$ cat config.mk
export PLATFORM = sky130hd
export DESIGN_NAME = csrp_serializer_flat
export DESIGN_NICKNAME = d
export VERILOG_FILES = /design/src/rtl/csrp_pkg.sv /design/src/rtl/csrp_if.sv /design/src/rtl/csrp_serializer.sv /design/src/flat_wrapper.sv
export SDC_FILE = /design/constraint.sdc
export NUM_CORES = 1
export LEC_CHECK = 0
export BUFFER_PORTS_ARGS = -buffer_cell sky130_fd_sc_hd__buf_2
export CAP_MARGIN = 10
export CORE_MARGIN = 4
export CORE_UTILIZATION = 50
export CTS_BUF_LIST = sky130_fd_sc_hd__clkbuf_4 sky130_fd_sc_hd__clkbuf_8 sky130_fd_sc_hd__clkbuf_16
export CTS_CLUSTER_DIAMETER = 80
export CTS_CLUSTER_SIZE = 24
export DETAILED_ROUTE_END_ITERATION = 7
export MAX_ROUTING_LAYER = met4
export PLACE_DENSITY = 0.87
export SLEW_MARGIN = 5
export SYNTH_ARGS = -nofsm -noshare
export SYNTH_HDL_FRONTEND = slang
export SYNTH_SLANG_ARGS = --single-unit
$ cat constraint.sdc
create_clock -name clk -period 2.4 [get_ports clk]
set_clock_uncertainty 0.2 [all_clocks]
set_input_delay 0.48 -clock clk [delete_from_list [all_inputs] [get_ports clk]]
set_output_delay 0.48 -clock clk [all_outputs]
set_load 0.1 [all_outputs]
$ cat src/rtl/csrp_pkg.sv
// ----------------------------------------------------------------------------
// csrp_pkg
// Widths, constants and pipeline types shared by the register planner files.
// ----------------------------------------------------------------------------
package csrp_pkg;

	localparam int CLK_W  = 2;
	localparam int FREQ_W = 28;
	localparam int XTAL_W = 26;
	localparam int DIV_W  = 11;
	localparam int MULT_W = 7;
	localparam int NUM_W  = 19;
	localparam int VCO_W  = 31;
	localparam int TGT_W  = 30;
	localparam int P1_W   = 18;
	localparam int P2_W   = 20;
	localparam int P3_W   = 20;
	localparam int CNT_W  = 5;

	localparam logic [TGT_W-1:0]  VCO_TARGET = TGT_W'(650000000);
	localparam logic [FREQ_W-1:0] FREQ_MIN   = FREQ_W'(320000);
	localparam logic [FREQ_W-1:0] FREQ_MAX   = FREQ_W'(225000000);
	localparam logic [XTAL_W-1:0] XTAL_MIN   = XTAL_W'(10000000);
	localparam logic [XTAL_W-1:0] XTAL_MAX   = XTAL_W'(40000000);
	localparam logic [XTAL_W-1:0] XTAL_RESET = XTAL_W'(25000000);

	localparam logic [CLK_W-1:0] CLK_OUT0 = 2'd0;
	localparam logic [CLK_W-1:0] CLK_OUT1 = 2'd1;

	localparam logic [7:0] PLL_A_BASE = 8'd26;
	localparam logic [7:0] PLL_B_BASE = 8'd34;
	localparam logic [7:0] MS0_BASE   = 8'd42;
	localparam logic [7:0] MS1_BASE   = 8'd50;
	localparam logic [7:0] MS2_BASE   = 8'd58;
	localparam logic [7:0] CTL0_ADDR  = 8'd16;
	localparam logic [7:0] CTL1_ADDR  = 8'd17;
	localparam logic [7:0] CTL2_ADDR  = 8'd18;

	localparam logic [7:0] CTL_INT_MODE  = 8'h40;
	localparam logic [7:0] CTL_SRC_MS    = 8'h0C;
	localparam logic [7:0] CTL_PLL_B     = 8'h20;
	localparam logic [7:0] CTL_DRIVE_8MA = 8'h03;
	localparam logic [7:0] MS_DIVBY4     = 8'h0C;

	localparam logic [P3_W-1:0] FRAC_DENOM = P3_W'(20'h80000);
	localparam logic [P1_W-1:0] P1_OFFSET  = P1_W'(512);

	localparam logic [CNT_W-1:0] LAST_WRITE = CNT_W'(16);

	typedef struct packed {
		logic [CLK_W-1:0]  clk;
		logic [FREQ_W-1:0] f;
		logic [XTAL_W-1:0] xt;
		logic [TGT_W-1:0]  r;
		logic [DIV_W-1:0]  q;
	} csrp_a_t;

	typedef struct packed {
		logic [CLK_W-1:0]  clk;
		logic [XTAL_W-1:0] xt;
		logic [DIV_W-1:0]  div;
		logic [VCO_W-1:0]  r;
		logic [MULT_W-1:0] q;
	} csrp_b_t;

	typedef struct packed {
		logic [CLK_W-1:0]  clk;
		logic [XTAL_W-1:0] xt;
		logic [DIV_W-1:0]  div;
		logic [MULT_W-1:0] mult;
		logic [XTAL_W-1:0] r;
		logic [NUM_W-1:0]  q;
	} csrp_c_t;

	typedef struct packed {
		logic [CLK_W-1:0]  clk;
		logic [DIV_W-1:0]  div;
		logic [MULT_W-1:0] mult;
		logic [NUM_W-1:0]  num;
	} csrp_plan_t;

endpackage

$ cat src/rtl/csrp_if.sv


interface csrp_wr_if;
	logic       valid;
	logic       ready;
	logic [7:0] reg_address;
	logic [7:0] reg_value;
	logic       final_write;
	modport source(output valid, reg_address, reg_value, final_write, input ready);
	modport sink(input valid, reg_address, reg_value, final_write, output ready);
endinterface

$ cat src/rtl/csrp_serializer.sv
// ----------------------------------------------------------------------------
// csrp_serializer
// Pack one plan into P1/P2/P3 values and stream its seventeen writes.
// ----------------------------------------------------------------------------
module csrp_serializer (
	input  logic                 clk,
	input  logic                 arst_n,
	input  logic                 in_valid,
	output logic                 in_ready,
	input  csrp_pkg::csrp_plan_t in_plan,
	csrp_wr_if.source            wr
);
	import csrp_pkg::*;

	logic              busy_q;
	logic [CNT_W-1:0]  cnt_q;
	logic [CLK_W-1:0]  clk_q;
	logic [P1_W-1:0]   pll_p1_q;
	logic [P2_W-1:0]   pll_p2_q;
	logic [P3_W-1:0]   pll_p3_q;
	logic [P1_W-1:0]   ms_p1_q;
	logic [7:0]        ms_extra_q;

	logic              out_v_q;
	logic [7:0]        out_addr_q;
	logic [7:0]        out_val_q;
	logic              out_final_q;

	logic              take;
	logic              load;
	logic [7:0]        pll_byte;
	logic [7:0]        ms_byte;
	logic [7:0]        pll_base;
	logic [7:0]        ms_base;
	logic [7:0]        ctl_addr;
	logic [7:0]        ctl_val;
	logic [7:0]        nxt_addr;
	logic [7:0]        nxt_val;

	function automatic logic [7:0] param_byte(input logic [2:0] k, input logic [P1_W-1:0] p1,
			input logic [P2_W-1:0] p2, input logic [P3_W-1:0] p3, input logic [7:0] extra);
		logic [7:0] b;
		case (k)
			3'd0:    b = p3[15:8];
			3'd1:    b = p3[7:0];
			3'd2:    b = {6'b0, p1[17:16]} | extra;
			3'd3:    b = p1[15:8];
			3'd4:    b = p1[7:0];
			3'd5:    b = {p3[19:16], p2[19:16]};
			3'd6:    b = p2[15:8];
			default: b = p2[7:0];
		endcase
		return b;
	endfunction

	assign take     = !out_v_q || wr.ready;
	assign in_ready = !busy_q || (take && cnt_q == LAST_WRITE);
	assign load     = in_valid && in_ready;

	always_comb begin
		pll_base = (clk_q == CLK_OUT1) ? PLL_B_BASE : PLL_A_BASE;
		case (clk_q)
			CLK_OUT0: begin ms_base = MS0_BASE; ctl_addr = CTL0_ADDR; end
			CLK_OUT1: begin ms_base = MS1_BASE; ctl_addr = CTL1_ADDR; end
			default:  begin ms_base = MS2_BASE; ctl_addr = CTL2_ADDR; end
		endcase
		ctl_val = CTL_DRIVE_8MA | CTL_SRC_MS | CTL_INT_MODE;
		if (clk_q == CLK_OUT1) ctl_val = ctl_val | CTL_PLL_B;
		pll_byte = param_byte(cnt_q[2:0], pll_p1_q, pll_p2_q, pll_p3_q, 8'h00);
		ms_byte  = param_byte(cnt_q[2:0], ms_p1_q, '0, P3_W'(1), ms_extra_q);
		if (cnt_q == LAST_WRITE) begin
			nxt_addr = ctl_addr;
			nxt_val  = ctl_val;
		end else if (!cnt_q[3]) begin
			nxt_addr = pll_base + {5'b0, cnt_q[2:0]};
			nxt_val  = pll_byte;
		end else begin
			nxt_addr = ms_base + {5'b0, cnt_q[2:0]};
			nxt_val  = ms_byte;
		end
	end

	always_ff @(posedge clk or negedge arst_n) begin
		if (!arst_n) begin
			busy_q  <= 1'b0;
			cnt_q   <= '0;
			out_v_q <= 1'b0;
		end else begin
			if (take) out_v_q <= busy_q;
			if (load) begin
				busy_q <= 1'b1;
				cnt_q  <= '0;
			end else if (take && busy_q) begin
				cnt_q <= cnt_q + CNT_W'(1);
				if (cnt_q == LAST_WRITE) busy_q <= 1'b0;
			end
		end
	end

	always_ff @(posedge clk) begin
		if (take && busy_q) begin
			out_addr_q  <= nxt_addr;
			out_val_q   <= nxt_val;
			out_final_q <= (cnt_q == LAST_WRITE);
		end
		if (load) begin
			clk_q    <= in_plan.clk;
			pll_p1_q <= (P1_W'(in_plan.mult) << 7) + P1_W'(in_plan.num[NUM_W-1:12]) - P1_OFFSET;
			pll_p2_q <= {1'b0, in_plan.num[11:0], 7'b0};
			pll_p3_q <= (in_plan.num == '0) ? P3_W'(1) : FRAC_DENOM;
			if (in_plan.div == DIV_W'(4)) begin
				ms_p1_q    <= '0;
				ms_extra_q <= MS_DIVBY4;
			end else begin
				ms_p1_q    <= (P1_W'(in_plan.div) << 7) - P1_OFFSET;
				ms_extra_q <= 8'h00;
			end
		end
	end

	assign wr.valid       = out_v_q;
	assign wr.reg_address = out_addr_q;
	assign wr.reg_value   = out_val_q;
	assign wr.final_write = out_final_q;

	a_cnt_range: assert property (@(posedge clk) disable iff (!arst_n)
		busy_q |-> cnt_q <= LAST_WRITE)
		else $error("write counter past the control byte");

	a_final_addr: assert property (@(posedge clk) disable iff (!arst_n)
		(out_v_q && out_final_q) |->
		(out_addr_q == CTL0_ADDR || out_addr_q == CTL1_ADDR || out_addr_q == CTL2_ADDR))
		else $error("final write not at a clock-control address");

	a_no_overrun: assert property (@(posedge clk) disable iff (!arst_n)
		(load && busy_q) |-> (take && cnt_q == LAST_WRITE))
		else $error("plan loaded over an unfinished run");

endmodule

$ cat src/flat_wrapper.sv
// flat-port wrapper written by rule: the top's interface ports become plain ports
module csrp_serializer_flat import csrp_pkg::*;
  (clk, arst_n, in_valid, in_ready, in_plan, wr_valid, wr_reg_address, wr_reg_value, wr_final_write, wr_ready);
  csrp_wr_if wr_i ();
  input  logic clk;
  input  logic arst_n;
  input  logic in_valid;
  output logic in_ready;
  input  csrp_pkg::csrp_plan_t in_plan;
  output wire logic [$bits(wr_i.valid)-1:0] wr_valid;
  output wire logic [$bits(wr_i.reg_address)-1:0] wr_reg_address;
  output wire logic [$bits(wr_i.reg_value)-1:0] wr_reg_value;
  output wire logic [$bits(wr_i.final_write)-1:0] wr_final_write;
  input wire logic [$bits(wr_i.ready)-1:0] wr_ready;
  assign wr_valid = wr_i.valid;
  assign wr_reg_address = wr_i.reg_address;
  assign wr_reg_value = wr_i.reg_value;
  assign wr_final_write = wr_i.final_write;
  assign wr_i.ready = wr_ready;
  csrp_serializer u_core (.clk(clk), .arst_n(arst_n), .in_valid(in_valid), .in_ready(in_ready), .in_plan(in_plan), .wr(wr_i));
endmodule
==> reports/qor.log, run 1 <==
qor: clocking.cts.repair_timing.setup_buffer_count 0
qor: synth.count_of_flip_flops_with_a_built_in_enable_after_synthesis 62
qor: finish.finish.cell_count_without_fillers 394
qor: clocking.cts_root_buf sky130_fd_sc_hd__clkbuf_8
qor: sta.max_clock_freq 0.434 GHz
qor: synth.post_synth_instance_area 0.00317 mm2
qor: synth.synth.avg_cell_area 13.1 um2
qor: global_route.grt_first_pass_wirelength 10600 um
qor: critical_path.required_worst_endpoint 1.72 ns
qor: floorplanning.die_area 0.00769 mm2
qor: detailed_routing.drt_wl_total 6800 um
qor: detailed_routing.drtIter0Drc 182
qor: finish.layout-drive-gt1-share 33.5%
qor: pwr.pwr_density_cell 1160 mW/mm2
qor: clocking.tritoncts_clock_tree done
qor: synth.post_synth_inst_count 243
qor: worst_hold_path.hold_class in -> reg
qor: pwr.max-vdd-ir-drop 1.15 mV
qor: synth.yosysWarnings 0
qor: detailed_routing.wl_per_cell 17.3 um
qor: clocking.cts_buffer_depth 2
qor: finish.multiInputGateArea 0.00103 mm2
qor: floorplanning.initial_utilization 52.7%
qor: sta.timing.final.setup_violations 0
qor: global_route.global_route.usage.total 19.2%
qor: sta.tcrit_tclk_final 96.1%
qor: finish.num-fill-cells 453
qor: critical_path.timing.critical_path.cells buf_4, inv_2, ha_4, nand4_2, inv_2, a21bo_4, buf_12
qor: floorplanning.floorplan.die.height 87.7 um
qor: clocking.clk-insertion-delay-late 0.34 ns
qor: critical_path.critPathSlowestCell sky130_fd_sc_hd__dfrtp_1
qor: place.place.detailed.instances 377
qor: floorplanning.fp-row-count 28
qor: sta.unrepaired_setup_endpoints_after_global_routing no
qor: global_route.first_global_vias 2183
qor: critical_path.crit_path_end_kind output port
qor: sta.fin_setup_tns 0 ns
qor: synth.number_of_different_library_cells_in_the_post_synthesis_netlist 51
qor: clocking.cts.clk_slew.worst_paths 0.07 ns
qor: detailed_routing.firstDrtPassIters 6
qor: critical_path.largest_fanout_on_the_critical_path 5
qor: detailed_routing.drt.antenna.violating_nets 0
qor: global_route.pin_count_of_the_biggest_net_entering_global_routing 52
qor: sta.hold_ws 0.112 ns
qor: synth.synth-seq-area-share 64.2%
qor: floorplanning.die_wd 87.7 um
qor: clocking.cts.sinks 69
qor: finish.antennaDiodeCount 0
qor: critical_path.cp_top_family buffers and inverters
qor: finish.nets 368
qor: place.hpwlAfterDp 4800 um
qor: place.io_buffer_count 60
qor: critical_path.maximum_single_stage_delay_on_the_critical_path 0.39 ns
qor: detailed_routing.detailroute.via_count 2236
qor: global_route.grt_remaining_overflow 0
qor: flow_run.max_cap_viol_count 0
qor: pwr.total_leakage_power 1.50 nW
qor: sta.final-hold-violation-count 0
qor: finish.area_delta_synth_final 21.5%
qor: place.routabilityCongestion 0.855
qor: finish.layout.area.seq 0.00204 mm2
qor: floorplanning.core-area 0.00603 mm2
qor: critical_path.cp_class reg -> out
qor: critical_path.worst_path_most_repeated_cell sky130_fd_sc_hd__inv_2
qor: detailed_routing.viasPerCell 5.68
qor: synth.postSynth.topFlopCell sky130_fd_sc_hd__edfxtp_1
qor: sta.timing_max_transition_violations_final 0
qor: critical_path.path_buf_inv 4
qor: clocking.ctsHtreeMaxLevel 3
qor: critical_path.rrSetupSlack 0.10 ns
qor: synth.syn_nets 297
qor: place.place_worst_setup_slack 0.122 ns
qor: critical_path.timing.critical_path.arrival 1.63 ns
qor: synth.async_set_or_reset_flop_fraction_in_the_synthesized_netlist 10.1%
qor: global_route.grt_antenna_before_repair 0
qor: floorplanning.pin_count 62
qor: clocking.cts-buffers-inserted 9
qor: sta.fin_crit 2.31 ns
qor: critical_path.worst_setup_path_start_kind flop
qor: detailed_routing.route.detailed.drc 0
qor: sta.setup_slack 0.0934 ns
qor: run_status.run_status finished clean
qor: synth.synth_seq_cells 69
-- kinds of logic (layout without fill, tap and decap cells) --
group / count (synthesis) / in the layout / share of synthesized area, %
AO/OA/AOI/OAI: 45 / 45 / 10.8
XOR/XNOR: 12 / 12 / 3.31
adder cells (fa/ha/maj): 11 / 11 / 4.34
buffers and inverters: 29 / 105 / 3.98
flip-flops: 69 / 69 / 64.2
multiplexers: 2 / 2 / 0.709
other: 1 / 1 / 0.118
AND/OR/NAND/NOR: 74 / 74 / 12.6
-- cell usage in the layout (no fill, tap or decap), types with 3 or more instances in the layout --
cell type	n
sky130_fd_sc_hd__a21oi_1	9
sky130_fd_sc_hd__a222oi_1	3
sky130_fd_sc_hd__a22oi_1	3
sky130_fd_sc_hd__a31oi_1	4
sky130_fd_sc_hd__a32o_1	3
sky130_fd_sc_hd__a32oi_1	3
sky130_fd_sc_hd__buf_2	59
sky130_fd_sc_hd__buf_4	13
sky130_fd_sc_hd__clkbuf_8	9
sky130_fd_sc_hd__clkinvlp_4	3
sky130_fd_sc_hd__dfrtp_1	6
sky130_fd_sc_hd__edfxtp_1	62
sky130_fd_sc_hd__ha_1	10
sky130_fd_sc_hd__inv_1	10
sky130_fd_sc_hd__inv_2	4
sky130_fd_sc_hd__nand2_1	11
sky130_fd_sc_hd__nand2b_1	6
sky130_fd_sc_hd__nand3_1	6
sky130_fd_sc_hd__nor2_1	22
sky130_fd_sc_hd__nor3_1	3
sky130_fd_sc_hd__nor4_1	6
sky130_fd_sc_hd__o21ai_0	6
sky130_fd_sc_hd__xnor2_1	7
sky130_fd_sc_hd__xor2_1	5
-- path summary, 6_finish.rpt --
kind                            startpoint  cells after the start                     end
min reg2reg                  u_core.busy_q                      1         u_core.wr.valid
min                            in_plan[19]                      1      u_core.pll_p1_q[7]
max in group asynchronous           arst_n                      2         u_core.wr.valid
min in group asynchronous           arst_n                      2         u_core.cnt_q[3]
max reg2reg                u_core.cnt_q[1]                      8  u_core.wr.reg_value[3]
max                        u_core.cnt_q[1]                      7                in_ready
-- repair_timing --
action | in CTS | in global routing
endpoints found under the hold margin | 7 | 0
gates resized for setup | 2 | 2
setup endpoints to repair | 1 | 2
hold buffers | 1 | 0
pin swaps | 0 | 0
-- cell usage after synthesis, types with 4 or more instances --
| library cell | number | area share [%] |
|---|---|---|
| sky130_fd_sc_hd__nand3_1 | 6 | 0.95 |
| sky130_fd_sc_hd__edfxtp_1 | 62 | 59 |
| sky130_fd_sc_hd__ha_1 | 11 | 4.3 |
| sky130_fd_sc_hd__nor2_1 | 22 | 2.6 |
| sky130_fd_sc_hd__a21oi_1 | 9 | 1.4 |
| sky130_fd_sc_hd__nor4_1 | 6 | 1.2 |
| sky130_fd_sc_hd__inv_1 | 12 | 1.4 |
| sky130_fd_sc_hd__nand2_1 | 11 | 1.3 |
| sky130_fd_sc_hd__o21ai_0 | 6 | 0.95 |
| sky130_fd_sc_hd__xor2_1 | 5 | 1.4 |
| sky130_fd_sc_hd__nand2b_1 | 6 | 1.2 |
| sky130_fd_sc_hd__a31oi_1 | 4 | 0.79 |
| sky130_fd_sc_hd__clkbuf_1 | 9 | 1.1 |
| sky130_fd_sc_hd__dfrtp_1 | 7 | 5.5 |
| sky130_fd_sc_hd__xnor2_1 | 7 | 1.9 |
-- registers in the layout (all words and copies together), names as in the netlist --
register               count
u_core.busy_q              1
u_core.clk_q               2
u_core.cnt_q               5
u_core.ms_extra_q          1
u_core.ms_p1_q            11
u_core.pll_p1_q           18
u_core.pll_p2_q           12
u_core.pll_p3_q            2
u_core.wr.final_write      1
u_core.wr.reg_address      7
u_core.wr.reg_value        8
u_core.wr.valid            1
-- through the flow --
| stage | utilization, % | area (um2) | total power [W] |
|---|---|---|---|
| detailed placement | 60.3 | 3640 | 0.00351 |
| floorplan | - | 3190 | 0.00305 |
| global placement | 60.3 | 3640 | 0.00346 |
| global route | 64.0 | 3860 | 0.00468 |
| CTS | 64.0 | 3860 | 0.00448 |
| finish | 64.0 | 3860 | 0.00448 |
-- metal layers --
layer | track usage, % | wire (um)
met1 | 21.9 | 2550
met2 | 30.1 | 3360
met3 | 6.21 | 612
met4 | 10.0 | 276
met5 | - | 0
-- layout make-up --
class / count / share of cell area (%)
clock inverter: 7 / 1.95
clock buffer: 9 / 3.21
sequential: 69 / 52.8
inverter: 14 / 1.36
tap: 75 / 2.43
timing repair buffer: 75 / 11.5
multi-input combinational: 145 / 26.7
-- power by group --
part	switching (W)	internal, W
logic	0.00140	0.000557
registers	0.0000618	0.00153
clock network	0.000450	0.000482
No activity file was read; power rests on OpenSTA's default activity.
==> run 2: changes to the inputs <==
CORE_UTILIZATION = 51   (was 50)
CTS_BUF_LIST = sky130_fd_sc_hd__clkbuf_4 sky130_fd_sc_hd__clkbuf_8   (was sky130_fd_sc_hd__clkbuf_4 sky130_fd_sc_hd__clkbuf_8 sky130_fd_sc_hd__clkbuf_16)
PLACE_DENSITY = 0.89   (was 0.87)
==> run 2 against run 1 <==
Compared with the run above:
- count of clock-buffer cells in the layout unchanged
- worst hold slack got worse by 0.012 ns
- cell count stayed put
- wire length is 3.3% lower
- fmax is 0.42% lower
- critical endpoint is now u_core.wr.reg_value[7]
- largest power group unchanged
==> reports/qor.log, run 2 (synthesis gave the netlist of run 1 again) <==
qor: detailed_routing.drt.antenna.violating_nets 0 [unchanged]
qor: pwr.total_leakage_power 1.50 nW [-0.51%]
qor: floorplanning.core-area 0.00599 mm2 [-0.58%]
qor: sta.fin_setup_tns 0 ns [unchanged]
qor: finish.area_delta_synth_final 21.1%
qor: place.io_buffer_count 60 [unchanged]
qor: detailed_routing.wl_per_cell 16.7 um [-3.3%]
qor: critical_path.required_worst_endpoint 2.31 ns [+0.59 ns]
qor: run_status.run_status finished clean
qor: global_route.grt_antenna_before_repair 0 [unchanged]
qor: detailed_routing.detailroute.via_count 2225 [-0.49%]
qor: place.routabilityCongestion 0.933 [+9.1%]
qor: floorplanning.floorplan.die.height 86.9 um [-0.90%]
qor: critical_path.rrSetupSlack 0.08 ns [-0.02 ns]
qor: clocking.cts_root_buf sky130_fd_sc_hd__clkbuf_8
qor: critical_path.crit_start u_core.cnt_q[1]
qor: clocking.tritoncts_clock_tree done
qor: finish.antennaDiodeCount 0 [unchanged]
qor: finish.largestRegisters u_core.pll_p1_q x18, u_core.pll_p2_q x12, u_core.ms_p1_q x11
qor: critical_path.reg2regPathDepth 6 [-2]
qor: critical_path.timing.critical_path.arrival 2.23 ns [+0.60 ns]
qor: sta.max_clock_freq 0.432 GHz [-0.42%]
qor: sta.timing.final.setup_violations 0 [unchanged]
qor: worst_hold_path.timing.hold.worst.start in_plan[38]
qor: floorplanning.die_area 0.00755 mm2 [-1.8%]
qor: clocking.cts.clk_slew.worst_paths 0.08 ns [about the same]
qor: critical_path.cp-endpoint u_core.wr.reg_value[7]
qor: critical_path.crit_path_end_kind flop
qor: detailed_routing.route.detailed.drc 0 [unchanged]
qor: finish.largest_register_ff_count 18 [unchanged]
qor: clocking.ctsHtreeMaxLevel 3 [unchanged]
qor: global_route.pin_count_of_the_biggest_net_entering_global_routing 29 [-44%]
qor: finish.top_register u_core.pll_p1_q
qor: detailed_routing.drtIter0Drc 229 [+26%]
qor: sta.fin_crit 2.32 ns [+0.00972 ns]
qor: pwr.max-vdd-ir-drop 1.07 mV [-7.0%]
qor: clocking.cts-buffers-inserted 9 [unchanged]
qor: global_route.grt_remaining_overflow 0 [unchanged]
qor: critical_path.endpoint_of_the_lowest_slack_register_to_register_path u_core.wr.reg_value[7]
qor: detailed_routing.drt_wl_total 6570 um [-3.3%]
qor: sta.final-hold-violation-count 0 [unchanged]
qor: worst_hold_path.hold_class in -> reg
qor: sta.unrepaired_setup_endpoints_after_global_routing no
qor: global_route.grt_first_pass_wirelength 10700 um [+0.58%]
qor: pwr.pwr_density_cell 1140 mW/mm2 [-1.9%]
qor: floorplanning.initial_utilization 53.0% [+0.31 points]
qor: critical_path.worst_setup_path_start_kind flop
qor: sta.tcrit_tclk_final 96.5% [+0.41 points]
qor: finish.nets 368 [unchanged]
qor: critical_path.worstReg2RegStart u_core.cnt_q[1]
qor: clocking.cts_buffer_depth 2 [unchanged]
qor: finish.layout-drive-gt1-share 33.5% [unchanged]
qor: floorplanning.die_wd 86.9 um [-0.90%]
qor: critical_path.cp_class reg -> reg
qor: detailed_routing.viasPerCell 5.65 [-0.49%]
qor: clocking.clk-insertion-delay-late 0.35 ns [about the same]
qor: sta.timing.slew.headroom 66.3%
qor: critical_path.largest_fanout_on_the_critical_path 6 [+1]
qor: clocking.cts.sinks 69 [unchanged]
qor: sta.hold_ws 0.100 ns [-0.0122 ns]
qor: place.hpwlAfterDp 4890 um [+1.9%]
qor: global_route.global_route.usage.total 19.7% [+0.48 points]
qor: finish.layout.cells.most_common_list 62 x sky130_fd_sc_hd__edfxtp_1, 59 x sky130_fd_sc_hd__buf_2, 22 x sky130_fd_sc_hd__nor2_1, 12 x sky130_fd_sc_hd__buf_4
qor: finish.final_common_cell sky130_fd_sc_hd__edfxtp_1
qor: floorplanning.pin_count 62 [unchanged]
qor: sta.worstMarginPinSlew 0.501 ns
qor: sta.timing_max_transition_violations_final 0 [unchanged]
qor: detailed_routing.firstDrtPassIters 4 [-2]
qor: global_route.first_global_vias 2165 [-0.82%]
qor: flow_run.max_cap_viol_count 0 [unchanged]
qor: floorplanning.fp-row-count 28 [unchanged]
==> run 2: area by class of cell <==
type                            count  area [um2]
Multi-Input combinational cell    145        1020
Clock inverter                      7        57.6
Clock buffer                        9         124
Sequential cell                    69        2040
Fill cell                         438        2150
Timing Repair Buffer               75         455
Inverter                           14        52.6
Tap cell                           75        93.8
==> run 2: worst min-delay path by stage <==
stage	endpoint	slack, ns	cells past startpoint
2_1_floorplan	u_core.busy_q	-0.02	0
3_3_place_gp	u_core.cnt_q[3]	0.13	1
3_5_place_dp	u_core.cnt_q[1]	0.13	1
4_1_cts	u_core.pll_p1_q[8]	0.08	1
5_1_grt	u_core.pll_p2_q[17]	0.09	1
6_report	u_core.clk_q[1]	0.1	1
==> run 2: through the flow <==
stage | cells | instance area [um2] | total power, W | setup WS [ns] | util [%]
after floorplan | 243 | 3190 | 0.00305 | 0.0676 | -
after global placement | 377 | 3650 | 0.00345 | 0.163 | 60.9
after detailed placement | 377 | 3650 | 0.00351 | 0.0826 | 60.9
after CTS | 394 | 3840 | 0.00438 | 0.0332 | 64.1
after global routing | 394 | 3840 | 0.00460 | 0.00751 | 64.2
final | 394 | 3840 | 0.00438 | 0.0836 | 64.2
==> run 2: worst max-delay path: stages (launching register included) <==
cell,delay (ns)
sky130_fd_sc_hd__dfrtp_2,0.45
sky130_fd_sc_hd__ha_1,0.21
sky130_fd_sc_hd__ha_1,0.22
sky130_fd_sc_hd__or4_1,0.52
sky130_fd_sc_hd__o311ai_2,0.15
sky130_fd_sc_hd__nor2_1,0.10
sky130_fd_sc_hd__a41o_1,0.22
==> run 2: power breakdown <==
group | total [W] | switching (W) | internal [W]
logic | 0.00191 | 0.00136 | 0.000550
registers | 0.00160 | 0.0000728 | 0.00153
clock network | 0.000875 | 0.000488 | 0.000386
total | 0.00438 | 0.00192 | 0.00247
==> run 2: per-layer routing <==
metal	GRT usage (%)	vias up	routed length [um]
met5	-	-	0
met4	12.9	0	206
met3	3.69	16	400
met2	29.9	82	3260
met1	24.0	1068	2710
li1	-	1059	-
==> run 2: what timing repair did <==
item | 4_1_cts | 5_1_grt
hold endpoints to repair | 7 | 0
buffers inserted | 0 | 0
hold buffers | 1 | 0
resized for setup | 0 | 4
endpoints found under the setup margin | 0 | 2
==> run 3: changes to the inputs <==
BUFFER_PORTS_ARGS = unset   (was -buffer_cell sky130_fd_sc_hd__buf_2)
CORE_UTILIZATION = 59   (was 51)
DONT_BUFFER_PORTS = 1   (was unset)
==> run 3 against run 2 <==
Compared with the run above:
- sequential share of layout area rose by 2.5 points
- first-iteration DRC count shrank 28%
- sequential cell count stayed put
- cell count is 12% lower
- worst hold slack got worse by 0.070 ns
- critical path depth did not move
- fmax down 0.76%
- register-to-register slack worse by 0.02 ns
- count of clock-buffer cells in the layout is the same
- final area down 4.5%
- non-clock buffer count decreased by 43
- combinational power is essentially flat
- largest cell class unchanged
- largest power group unchanged
- highest routed layer unchanged
==> reports/qor.log, run 3 (synthesis gave the netlist of run 1 again) <==
qor: run_status.run_status finished clean
qor: sta.timing.final.setup_violations 0 [unchanged]
qor: sta.fin_setup_tns 0 ns [unchanged]
qor: worst_hold_path.timing.hold.worst.start in_plan[20]
qor: critical_path.largest_fanout_on_the_critical_path 6 [unchanged]
qor: critical_path.endpoint_of_the_lowest_slack_register_to_register_path u_core.wr.reg_value[0]
qor: pwr.overall_power_after_layout 0.00439 W [+0.12%]
qor: floorplanning.core-area 0.00517 mm2 [-14%]
qor: sta.timing_max_transition_violations_final 0 [unchanged]
qor: critical_path.crit_path_end_kind flop
qor: critical_path.timing.critical_path.cells ha_1, ha_1, or4_1, o311ai_2, o21ai_1, o21bai_1
qor: critical_path.crit_cells 6 [unchanged]
qor: global_route.first_global_vias 2087 [-3.6%]
qor: critical_path.cp-endpoint u_core.wr.reg_value[0]
qor: global_route.grt_antenna_before_repair 0 [unchanged]
qor: global_route.global_route.usage.total 21.2% [+1.5 points]
qor: flow_run.max_cap_viol_count 0 [unchanged]
qor: finish.largest_register_ff_count 18 [unchanged]
qor: detailed_routing.detailroute.via_count 2045 [-8.1%]
qor: place.io_buffer_count 0 [-100%]
qor: global_route.grt_first_pass_wirelength 9780 um [-8.3%]
qor: critical_path.rrSetupSlack 0.07 ns [-0.02 ns]
qor: finish.area_delta_synth_final 15.6%
qor: detailed_routing.wl_per_cell 17.6 um [+5.6%]
qor: finish.largestRegisters u_core.pll_p1_q x18, u_core.pll_p2_q x12, u_core.ms_p1_q x11
qor: place.routabilityCongestion 0.892 [-4.4%]
qor: clocking.ctsHtreeMaxLevel 3 [unchanged]
qor: finish.layout.area.seq 0.00204 mm2 [about the same]
qor: finish.layout-drive-gt1-share 22.8% [-11 points]
qor: sta.hold_ws 0.0300 ns [-0.0699 ns]
qor: clocking.cts_root_buf sky130_fd_sc_hd__clkbuf_8
qor: sta.unrepaired_setup_endpoints_after_global_routing no
qor: detailed_routing.drtIter0Drc 165 [-28%]
qor: finish.layout.cells.most_common_list 62 x sky130_fd_sc_hd__edfxtp_1, 29 x sky130_fd_sc_hd__buf_4, 22 x sky130_fd_sc_hd__nor2_1, 11 x sky130_fd_sc_hd__inv_1, 11 x sky130_fd_sc_hd__nand2_1
qor: critical_path.critPathSlowestCell sky130_fd_sc_hd__or4_1
qor: floorplanning.initial_utilization 61.4% [+8.4 points]
qor: sta.max_clock_freq 0.428 GHz [-0.76%]
qor: floorplanning.floorplan.die.height 81.4 um [-6.4%]
qor: critical_path.cp_class reg -> reg
qor: critical_path.cp_top_family simple AND/OR/NAND/NOR gates
qor: critical_path.timing.critical_path.arrival 2.22 ns [about the same]
qor: pwr.total_leakage_power 1.34 nW [-10%]
qor: pwr.pwr_density_cell 1200 mW/mm2 [+4.8%]
qor: floorplanning.die_area 0.00662 mm2 [-12%]
qor: floorplanning.pin_count 62 [unchanged]
qor: clocking.tritoncts_clock_tree done
qor: pwr.max-vdd-ir-drop 0.750 mV [-30%]
qor: critical_path.worstReg2RegStart u_core.cnt_q[0]
qor: clocking.cts.clk_slew.worst_paths 0.07 ns [about the same]
qor: detailed_routing.firstDrtPassIters 5 [+1]
qor: clocking.cts.sinks 69 [unchanged]
qor: worst_hold_path.hold_class in -> reg
qor: finish.final_common_cell sky130_fd_sc_hd__edfxtp_1
qor: global_route.grt_remaining_overflow 0 [unchanged]
qor: critical_path.worst_setup_path_start_kind flop
qor: sta.tcrit_tclk_final 97.3% [+0.74 points]
qor: critical_path.path_buf_inv 0 [unchanged]
qor: finish.antennaDiodeCount 0 [unchanged]
qor: sta.final-hold-violation-count 0 [unchanged]
qor: detailed_routing.drt.antenna.violating_nets 0 [unchanged]
qor: floorplanning.die_wd 81.4 um [-6.4%]
qor: detailed_routing.viasPerCell 5.91 [+4.7%]
qor: clocking.cts-buffers-inserted 9 [unchanged]
qor: critical_path.maximum_single_stage_delay_on_the_critical_path 0.53 ns [about the same]
qor: critical_path.crit_start u_core.cnt_q[0]
qor: clocking.cts_buffer_depth 2 [unchanged]
qor: detailed_routing.route.detailed.drc 0 [unchanged]
qor: critical_path.worst_path_most_repeated_cell sky130_fd_sc_hd__ha_1
qor: finish.num-fill-cells 350 [-20%]
qor: place.hpwlAfterDp 4400 um [-10%]
qor: floorplanning.fp-row-count 26 [-7.1%]
qor: clocking.clk-insertion-delay-late 0.34 ns [about the same]
qor: critical_path.reg2regPathDepth 6 [unchanged]
qor: finish.multiInputGateArea 0.00103 mm2 [+0.86%]
qor: global_route.pin_count_of_the_biggest_net_entering_global_routing 52 [+79%]
qor: critical_path.required_worst_endpoint 2.29 ns [-0.02 ns]
qor: finish.nets 325 [-12%]
qor: finish.top_register u_core.pll_p1_q
qor: detailed_routing.drt_wl_total 6100 um [-7.2%]
qor: sta.fin_crit 2.33 ns [+0.0177 ns]
==> run 3: area by class of cell <==
cell class / count / area share [%]
multi-input combinational: 145 / 28.1
tap: 70 / 2.39
sequential: 69 / 55.6
clock inverter: 7 / 1.81
clock buffer: 9 / 3.37
inverter: 14 / 1.50
timing repair buffer: 32 / 7.29
==> run 3: power by group <==
group / switching (W) / internal (W)
Combinational: 0.00132 / 0.000559
Sequential: 0.0000926 / 0.00153
Clock: 0.000413 / 0.000472
Total: 0.00182 / 0.00256
==> run 3: repair_timing <==
action | 4_1_cts | 5_1_grt
setup endpoints to repair | 1 | 3
hold buffers | 1 | 0
endpoints found under the hold margin | 7 | 0
buffers inserted | 0 | 4
gates resized for setup | 6 | 4
==> run 3: per-stage QoR <==
step                setup WS [ns]  area [um2]  utilization (%)  cells
floorplan                  0.0676        3190                -    243
global placement            0.124        3410             66.0    325
detailed placement         0.0216        3410             66.0    325
CTS                        0.0176        3630             70.2    342
global route              0.00176        3670             71.0    346
finish                     0.0660        3670             71.0    346
==> run 3: layer usage <==
layer  GRT usage, %  part of all wire, %
met1           24.5                   40
met2           33.2                   50
met3           4.99                  7.4
met4           13.2                  2.9
met5              -                    0
==> run 3: worst min path at each step <==
stage | endpoint | slack [ns] | cells after the start
floorplan | u_core.busy_q | -0.02 | 0
global placement | u_core.cnt_q[3] | -0.02 | 0
detailed placement | u_core.cnt_q[1] | -0.02 | 0
CTS | u_core.pll_p2_q[10] | 0.01 | 0
global route | u_core.pll_p2_q[8] | 0.003 | 0
finish | u_core.pll_p1_q[8] | 0.03 | 0
==> run 3: worst register-to-register path, delay by kind of cell (launching register included) <==
kind	cells	cell delay, ns
compound gates	3	0.45
fa+ha+maj	2	0.46
flops	1	0.44
simple gates	1	0.53
